## src/depth_bilateral_filter_unit_macros.svh

```systemverilog
// ----------------------------------------------------------------------------
// depth bilateral filter assertion macros
// shared property forms for the checks at the end of the top level
// ----------------------------------------------------------------------------
`ifndef DEPTH_BILATERAL_FILTER_UNIT_MACROS_SVH
`define DEPTH_BILATERAL_FILTER_UNIT_MACROS_SVH

// same-cycle implication, disabled in reset
`define DBF_ASSERT_NOW(label, clk, rst, ante, cons, msg) \
   label: assert property (@(posedge clk) disable iff (rst) (ante) |-> (cons)) else $error(msg);

// next-cycle implication, disabled in reset
`define DBF_ASSERT_NEXT(label, clk, rst, ante, cons, msg) \
   label: assert property (@(posedge clk) disable iff (rst) (ante) |=> (cons)) else $error(msg);

`endif

```

## src/dbf_pkg.sv

```systemverilog
// ----------------------------------------------------------------------------
// dbf_pkg
// types, constants and the weight table function of the depth bilateral filter
// ----------------------------------------------------------------------------
package dbf_pkg;

   localparam int FD_W     = 16;
   localparam int ROW_W    = 9;
   localparam int COL_W    = 10;
   // spatial term and column offset sized for the largest radius (7)
   localparam int SP_W     = 7;
   localparam int OFS_W    = 3;
   localparam int KEY_W    = 15;
   localparam int KEY_SPAN = 32768;
   localparam int DD_LIMIT = 182;
   localparam int SP_SCALE = 100;

   localparam logic [63:0] EINV_Q32 = 64'd1580030169;

   localparam logic [1:0] REG_ENABLE = 2'd0;
   localparam logic [1:0] REG_COLS   = 2'd1;
   localparam logic [1:0] REG_ROWS   = 2'd2;

   localparam logic ACT_PIXEL = 1'b0;
   localparam logic ACT_DRAIN = 1'b1;

   typedef struct packed {
      logic             action;
      logic [FD_W-1:0]  depth;
      logic             valid_req;
   } dbf_req_type;

   typedef struct packed {
      logic [FD_W-1:0]  filtered_depth;
      logic [ROW_W-1:0] out_row;
      logic [COL_W-1:0] out_col;
      logic             last;
   } dbf_rsp_type;

   typedef struct packed {
      logic             wr;
      logic             pos_clr;
      logic             cen_rd;
      logic             cen_lat;
      logic             row_up;
      logic             row_start;
      logic [OFS_W-1:0] col_ofs;
      logic             nb_rd;
      logic [SP_W-1:0]  sp;
      logic             row_next;
      logic             acc_clr;
      logic             div_start;
      logic             emit_adv;
      logic             load_out;
      logic             pass;
      logic [ROW_W-1:0] row;
      logic [COL_W-1:0] col;
      logic             last;
   } dbf_cmd_type;

   typedef struct packed {
      logic cen_valid;
      logic pipe_idle;
      logic div_done;
      logic out_free;
   } dbf_sts_type;

   // exp(-t) scaled to 65535, t given in q32; evaluated at elaboration only
   function automatic logic [FD_W-1:0] exp_weight(input logic [63:0] tq);
      logic [63:0] n;
      logic [63:0] f;
      logic [63:0] sum;
      logic [63:0] term;
      logic [63:0] res;
      n    = tq >> 32;
      f    = tq & 64'hFFFF_FFFF;
      sum  = 64'd1 << 32;
      term = 64'd1 << 32;
      for (int k = 1; k <= 13; k++) begin
         term = ((term * f) >> 32) / 64'(k);
         if (k % 2 == 1) sum = sum - term;
         else sum = sum + term;
      end
      for (int j = 0; j < 20; j++) begin
         if (64'(j) < n) sum = (sum * EINV_Q32) >> 32;
      end
      res = (sum * 64'd65535 + (64'd1 << 31)) >> 32;
      return res[FD_W-1:0];
   endfunction

endpackage

```

## src/dbf_ctrl.sv

```systemverilog
// ----------------------------------------------------------------------------
// dbf_ctrl
// frame position counters and the sequencer that walks each output window
// ----------------------------------------------------------------------------
module dbf_ctrl import dbf_pkg::*; #(
   parameter int RADIUS = 5
) (
   input  logic              clock,
   input  logic              reset,
   input  logic              req_valid,
   output logic              req_ready,
   input  dbf_req_type       req_data,
   input  logic              cfg_clr,
   input  logic              enable,
   input  logic [ROW_W-1:0]  rows,
   input  logic [COL_W-1:0]  cols,
   input  dbf_sts_type       sts,
   output dbf_cmd_type       cmd
);

   localparam logic [3:0] ST_IDLE  = 4'd0;
   localparam logic [3:0] ST_CEN   = 4'd1;
   localparam logic [3:0] ST_CWAIT = 4'd2;
   localparam logic [3:0] ST_UP    = 4'd3;
   localparam logic [3:0] ST_ROW   = 4'd4;
   localparam logic [3:0] ST_COLS  = 4'd5;
   localparam logic [3:0] ST_DRAIN = 4'd6;
   localparam logic [3:0] ST_DIV   = 4'd7;
   localparam logic [3:0] ST_OUT   = 4'd8;

   localparam int PEND_W = ROW_W + COL_W;
   localparam logic [OFS_W-1:0] R_OFS = OFS_W'(RADIUS);

   logic [3:0]       state_ff, state_in;
   logic [ROW_W-1:0] in_row_ff, in_row_in;
   logic [COL_W-1:0] in_col_ff, in_col_in;
   logic [ROW_W-1:0] emit_row_ff, emit_row_in;
   logic [COL_W-1:0] emit_col_ff, emit_col_in;
   logic [PEND_W-1:0] pending_ff, pending_in;
   logic             pass_ff, pass_in;
   logic [OFS_W-1:0] up_cnt_ff, up_cnt_in;
   logic [OFS_W-1:0] ofs_ff, ofs_in;
   logic [ROW_W-1:0] kr_ff, kr_in;
   logic [ROW_W-1:0] r1_ff, r1_in;
   logic [COL_W-1:0] l_ff, l_in;
   logic [COL_W-1:0] c0_ff, c0_in;
   logic [COL_W-1:0] c1_ff, c1_in;

   logic              complete, complete_n, is_pix, col_wrap, go, is_last;
   logic [COL_W:0]    col_nx;
   logic [ROW_W-1:0]  row_nx;
   logic [PEND_W-1:0] lag, pend_nx;
   logic [ROW_W:0]    er_hi;
   logic [COL_W:0]    ec_hi;
   logic [ROW_W-1:0]  dr_full;
   logic [COL_W-1:0]  dc_full;
   logic [OFS_W-1:0]  dr, dc, er_ofs, ec_ofs;

   assign lag = PEND_W'(RADIUS) * PEND_W'(cols) + PEND_W'(RADIUS);

   always_comb begin
      complete   = in_row_ff >= rows;
      is_pix     = req_data.action == ACT_PIXEL;
      col_nx     = {1'b0, in_col_ff} + 1'b1;
      col_wrap   = col_nx >= {1'b0, cols};
      row_nx     = in_row_ff + ROW_W'(col_wrap);
      complete_n = row_nx >= rows;
      pend_nx    = pending_ff + 1'b1;
      go = (is_pix && !complete && (complete_n || pend_nx > lag)) ||
           (!is_pix && complete);
      is_last = (emit_row_ff == rows - 1'b1) && (emit_col_ff == cols - 1'b1);
      er_ofs  = (emit_row_ff < ROW_W'(RADIUS)) ? emit_row_ff[OFS_W-1:0] : R_OFS;
      ec_ofs  = (emit_col_ff < COL_W'(RADIUS)) ? emit_col_ff[OFS_W-1:0] : R_OFS;
      er_hi   = {1'b0, emit_row_ff} + (ROW_W+1)'(RADIUS);
      ec_hi   = {1'b0, emit_col_ff} + (COL_W+1)'(RADIUS);
      dr_full = (kr_ff > emit_row_ff) ? kr_ff - emit_row_ff : emit_row_ff - kr_ff;
      dc_full = (l_ff > emit_col_ff) ? l_ff - emit_col_ff : emit_col_ff - l_ff;
      dr      = dr_full[OFS_W-1:0];
      dc      = dc_full[OFS_W-1:0];
   end

   always_comb begin
      state_in    = state_ff;
      in_row_in   = in_row_ff;
      in_col_in   = in_col_ff;
      emit_row_in = emit_row_ff;
      emit_col_in = emit_col_ff;
      pending_in  = pending_ff;
      pass_in     = pass_ff;
      up_cnt_in   = up_cnt_ff;
      ofs_in      = ofs_ff;
      kr_in       = kr_ff;
      r1_in       = r1_ff;
      l_in        = l_ff;
      c0_in       = c0_ff;
      c1_in       = c1_ff;
      cmd         = '0;
      cmd.col_ofs = ofs_ff;
      cmd.sp      = SP_W'(dr) * SP_W'(dr) + SP_W'(dc) * SP_W'(dc);
      cmd.pass    = pass_ff;
      cmd.row     = emit_row_ff;
      cmd.col     = emit_col_ff;
      cmd.last    = is_last;
      req_ready   = state_ff == ST_IDLE;

      case (state_ff)
         ST_IDLE: begin
            if (req_valid) begin
               if (is_pix && !complete) begin
                  cmd.wr     = 1'b1;
                  in_col_in  = col_wrap ? '0 : col_nx[COL_W-1:0];
                  in_row_in  = row_nx;
                  pending_in = pend_nx;
               end
               if (go) state_in = ST_CEN;
            end
         end
         ST_CEN: begin
            cmd.cen_rd = 1'b1;
            state_in   = ST_CWAIT;
         end
         ST_CWAIT: begin
            cmd.cen_lat = 1'b1;
            if (!enable || !sts.cen_valid) begin
               pass_in  = 1'b1;
               state_in = ST_OUT;
            end else begin
               pass_in     = 1'b0;
               cmd.acc_clr = 1'b1;
               up_cnt_in   = er_ofs;
               kr_in       = emit_row_ff - ROW_W'(er_ofs);
               r1_in       = (er_hi > {1'b0, rows - 1'b1}) ? rows - 1'b1
                                                           : er_hi[ROW_W-1:0];
               ofs_in      = ec_ofs;
               c0_in       = emit_col_ff - COL_W'(ec_ofs);
               c1_in       = (ec_hi > {1'b0, cols - 1'b1}) ? cols - 1'b1
                                                           : ec_hi[COL_W-1:0];
               state_in    = ST_UP;
            end
         end
         ST_UP: begin
            if (up_cnt_ff == '0) begin
               state_in = ST_ROW;
            end else begin
               cmd.row_up = 1'b1;
               up_cnt_in  = up_cnt_ff - 1'b1;
            end
         end
         ST_ROW: begin
            cmd.row_start = 1'b1;
            l_in          = c0_ff;
            state_in      = ST_COLS;
         end
         ST_COLS: begin
            cmd.nb_rd = 1'b1;
            if (l_ff == c1_ff) begin
               if (kr_ff == r1_ff) begin
                  state_in = ST_DRAIN;
               end else begin
                  cmd.row_next = 1'b1;
                  kr_in        = kr_ff + 1'b1;
                  state_in     = ST_ROW;
               end
            end else begin
               l_in = l_ff + 1'b1;
            end
         end
         ST_DRAIN: begin
            if (sts.pipe_idle) begin
               cmd.div_start = 1'b1;
               state_in      = ST_DIV;
            end
         end
         ST_DIV: begin
            if (sts.div_done) state_in = ST_OUT;
         end
         ST_OUT: begin
            if (sts.out_free) begin
               cmd.load_out = 1'b1;
               state_in     = ST_IDLE;
               if (is_last) begin
                  cmd.pos_clr = 1'b1;
                  in_row_in   = '0;
                  in_col_in   = '0;
                  emit_row_in = '0;
                  emit_col_in = '0;
                  pending_in  = '0;
               end else begin
                  cmd.emit_adv = 1'b1;
                  pending_in   = pending_ff - 1'b1;
                  if (emit_col_ff == cols - 1'b1) begin
                     emit_col_in = '0;
                     emit_row_in = emit_row_ff + 1'b1;
                  end else begin
                     emit_col_in = emit_col_ff + 1'b1;
                  end
               end
            end
         end
         default: begin
            state_in = ST_IDLE;
         end
      endcase

      // frame geometry change restarts the frame
      if (cfg_clr) begin
         cmd.pos_clr = 1'b1;
         in_row_in   = '0;
         in_col_in   = '0;
         emit_row_in = '0;
         emit_col_in = '0;
         pending_in  = '0;
      end
   end

   always_ff @(posedge clock) begin
      if (reset) begin
         state_ff    <= ST_IDLE;
         in_row_ff   <= '0;
         in_col_ff   <= '0;
         emit_row_ff <= '0;
         emit_col_ff <= '0;
         pending_ff  <= '0;
         pass_ff     <= 1'b0;
         up_cnt_ff   <= '0;
      end else begin
         state_ff    <= state_in;
         in_row_ff   <= in_row_in;
         in_col_ff   <= in_col_in;
         emit_row_ff <= emit_row_in;
         emit_col_ff <= emit_col_in;
         pending_ff  <= pending_in;
         pass_ff     <= pass_in;
         up_cnt_ff   <= up_cnt_in;
      end
   end

   always_ff @(posedge clock) begin
      ofs_ff <= ofs_in;
      kr_ff  <= kr_in;
      r1_ff  <= r1_in;
      l_ff   <= l_in;
      c0_ff  <= c0_in;
      c1_ff  <= c1_in;
   end

endmodule

```

## config.mk

```make
export PLATFORM = sky130hd
export DESIGN_NAME = dbf_ctrl
export DESIGN_NICKNAME = d
export VERILOG_FILES = /design/src/depth_bilateral_filter_unit_macros.svh /design/src/dbf_pkg.sv /design/src/dbf_ctrl.sv
export SDC_FILE = /design/constraint.sdc
export NUM_CORES = 1
export LEC_CHECK = 0
export ABC_AREA = 1
export BUFFER_PORTS_ARGS = -buffer_cell sky130_fd_sc_hd__buf_2
export CORE_ASPECT_RATIO = 2
export CORE_UTILIZATION = 55
export DETAILED_ROUTE_END_ITERATION = 10
export GPL_TIMING_DRIVEN = 1
export PLACE_DENSITY = 0.83
export SYNTH_ARGS = -nofsm -noshare
export SYNTH_HDL_FRONTEND = slang
export SYNTH_SLANG_ARGS = --single-unit
export TNS_END_PERCENT = 5
```

## constraint.sdc

```tcl
create_clock -name clock -period 3.63 [get_ports clock]
set_input_delay 0 -clock clock [delete_from_list [all_inputs] [get_ports clock]]
set_output_delay 0 -clock clock [all_outputs]
set_load 0.1 [all_outputs]
```

==> results.md <==
* Initial antenna violation count at 2
* Most frequent cells in the layout: nand2_1, inv_1, nor2_1
* Worst Setup Path Type: register to register
* Total gr overflow at 0
* CP max FO at 4
* Post-Syn Area per Cell at 6.96 um^2
* Period utilisation layout at 1.28
* Total power at 0.00723 W
* RSZ-0062 raised after global routing: true
* Post-route ant nets at 0
* Synth warn at 0
* CP endpoint kind: register
* Area of the die at 0.0212 mm^2
* Hold depth at 3
* Dominant cell type by area after synthesis: ha_1
* Area Overhead vs Synth at 24.6%
* Status: complete, but fails checks
* Drt drc at 0
* Fin. max-slew vios at 0
* Number of synthesized flops with an enable pin at 51
* Skew final at 0.0122 ns
* FF+latch count, synth at 116
* Synth top area share at 0.146
* Htree depth at 4
* Share of layout cells above drive strength 1 at 0.215
* Initial DRC count at 926
* Detailed Route WL at 38000 um
* Achievable Freq at 216 MHz
* Mapped Area at 0.0113 mm^2
* LEAKAGE at 6.91 nW
* Clock transition at the registers of the reported paths at 0.06 ns
* Avg WL per Cell at 18.1 um
* First-pass GRT wire length at 57500 um
* Row cnt at 74
* Sink Count at 116
* Core Util, Final at 0.697
* Vias per cell at 5.86
* Synth Instances at 1631
* Failing checks: negative setup slack
* Max clock buf depth at 2
* Most common cell after layout, fill and taps aside: nand2_1
* Post-layout minimum cycle time at 4.64 ns
* CP max stage cell: dfxtp_2
* Pre-antenna DRT Iters at 6
* Largest net degree at the start of global routing at 34
* Count of final setup violators at 12
* Vias in the first global route at 12.2k
* Crit path DAT at 4.97 ns
* Critical path buffers and inverters at 17
* Core Area at 0.0203 mm^2
* Top_reg_cell synth: dfxtp_1
* Hold Crit Class: input port to register
* I/O Buffers at 72
* Nets at 2009
* Die width at 104 um
* Clk Latency, worst-skew pair at 0.44 ns
* PD cells at 511 mW/mm^2
* Asr flop ratio synth at 0
* Post-DP Area at 0.0130 mm^2
* Peak supply drop at 1.14 mV
* I/O pin count at 90
* Netlist cell types at 62
* Stages on worst setup path at 31
* CTS Root Cell: clkbuf_16
* Routability Congestion at 0.984
* Max-Cap Viols at 0
* Rel. slew slack at 0.163
* Die height at 205 um
* CP startpoint kind: register
* CP delay by family, top: buffers and inverters
* Critical path data required time at 3.96 ns
* Worst-margin pin slew at 1.25 ns
* R2R cell count at 31
* Layout Cell Area excl Fill at 0.0141 mm^2
* Inserted Clock Buffers at 17
* Sequential area share after synthesis at 0.250
* Initial core utilization at 0.560
* Place WS at -0.704 ns
* Post-Syn Nets at 1815
* Crit-path max cell delay at 0.37 ns
* All-Layer GR Usage at 0.345
* Most used cell along the critical path: buf_4
* Hpwl dp at 26900 um
* Fin worst setup slack at -1.01 ns
* Fill cell count at 1563
* Vias at 12.3k
* Top cells by area, synth: ha_1, edfxtp_1, nand2_1
* Final hold vios at 0
* CTS tree: done
## logic make-up after synthesis
kind of cell | after synthesis | share of synthesized area
AOI/OAI and AO/OA | 207 | 0.103
xor gates and xnor gates | 119 | 0.0949
adders and majority gates | 138 | 0.156
buffers and inverters | 288 | 0.0999
DFF | 116 | 0.250
and+or+nand+nor | 763 | 0.296
## per-stage QoR
stage                     std cells  TNS, ns  hold slack, ns
after CTS                      2098    -3.56          0.0368
final                          2105    -7.94          0.0426
after floorplan                1631    -1.56          0.0785
after global routing           2105   -10.57          0.0531
after detailed placement       2047    -2.76           0.246
after global placement         2047    -2.13           0.240
## tightest hold or removal path, cell delays in order
cell,delay (ns)
buf_2,0.12
xor2_1,0.10
a21oi_1,0.13
## registers in the layout (all words and copies together), names as in the netlist, 3 cells and up
name / cells
ofs_ff: 3
state_ff: 4
emit_col_ff: 10
in_col_ff: 10
c1_ff: 10
emit_row_ff: 9
pending_ff: 19
in_row_ff: 9
c0_ff: 10
up_cnt_ff: 3
r1_ff: 9
kr_ff: 9
l_ff: 10
## area by class of cell
class                      instances  area, um^2  area share
multi-input combinational       1227        7820       0.553
sequential                       116        2910       0.206
timing repair buffer             217        1520       0.108
inverter                         246         955      0.0675
clock buffer                      17         425      0.0301
tap                              266         333      0.0235
clock inverter                    15         180      0.0127
antenna                            1        2.50    0.000177
## metal layers
metal  part of all wire  wire length [um]  up-vias  track usage
met3              0.067              2560      262       0.0640
met1               0.32             12200     5674        0.310
met2               0.52             19700      656        0.651
met4              0.092              3510        2        0.308
li1                   -                 -     5746            -
met5            0.00034                13        -            0
## synthesized netlist by cell type, types with 10 or more instances
cell / number
o21ai_0: 57
a21oi_1: 97
buf_2: 14
ha_1: 132
nor2_1: 154
nand2_1: 352
nand4_1: 30
inv_2: 10
dfxtp_1: 65
xor2_1: 99
inv_1: 226
nor3_1: 28
xnor2_1: 17
clkbuf_1: 21
edfxtp_1: 51
nand3_1: 149
## worst paths after layout
| path | end | slack (ns) | start |
|---|---|---|---|
| setup / recovery | in_col_ff[7] | -1.01 | in_col_ff[0] |
| hold / removal | r1_ff[5] | 0.04 | rows[5] |
| setup reg to reg | in_col_ff[7] | -1.01 | in_col_ff[0] |
| hold reg to reg | in_col_ff[9] | 0.50 | in_col_ff[9] |
## report_power, final
part           internal (W)  leakage (nW)  switching (W)
registers           0.00149          1.01       0.000126
logic               0.00130          5.62        0.00255
clock network       0.00108         0.280       0.000682
total               0.00387          6.91        0.00335
## timing repair
action,4_1_cts,5_1_grt
hold endpoints to repair,4,0
hold buffers,1,0
setup buffers,18,7
pin swaps,25,30
setup endpoints to repair,8,16
gates resized for setup,39,43
Note: power is estimated with default switching activity, not from simulation.
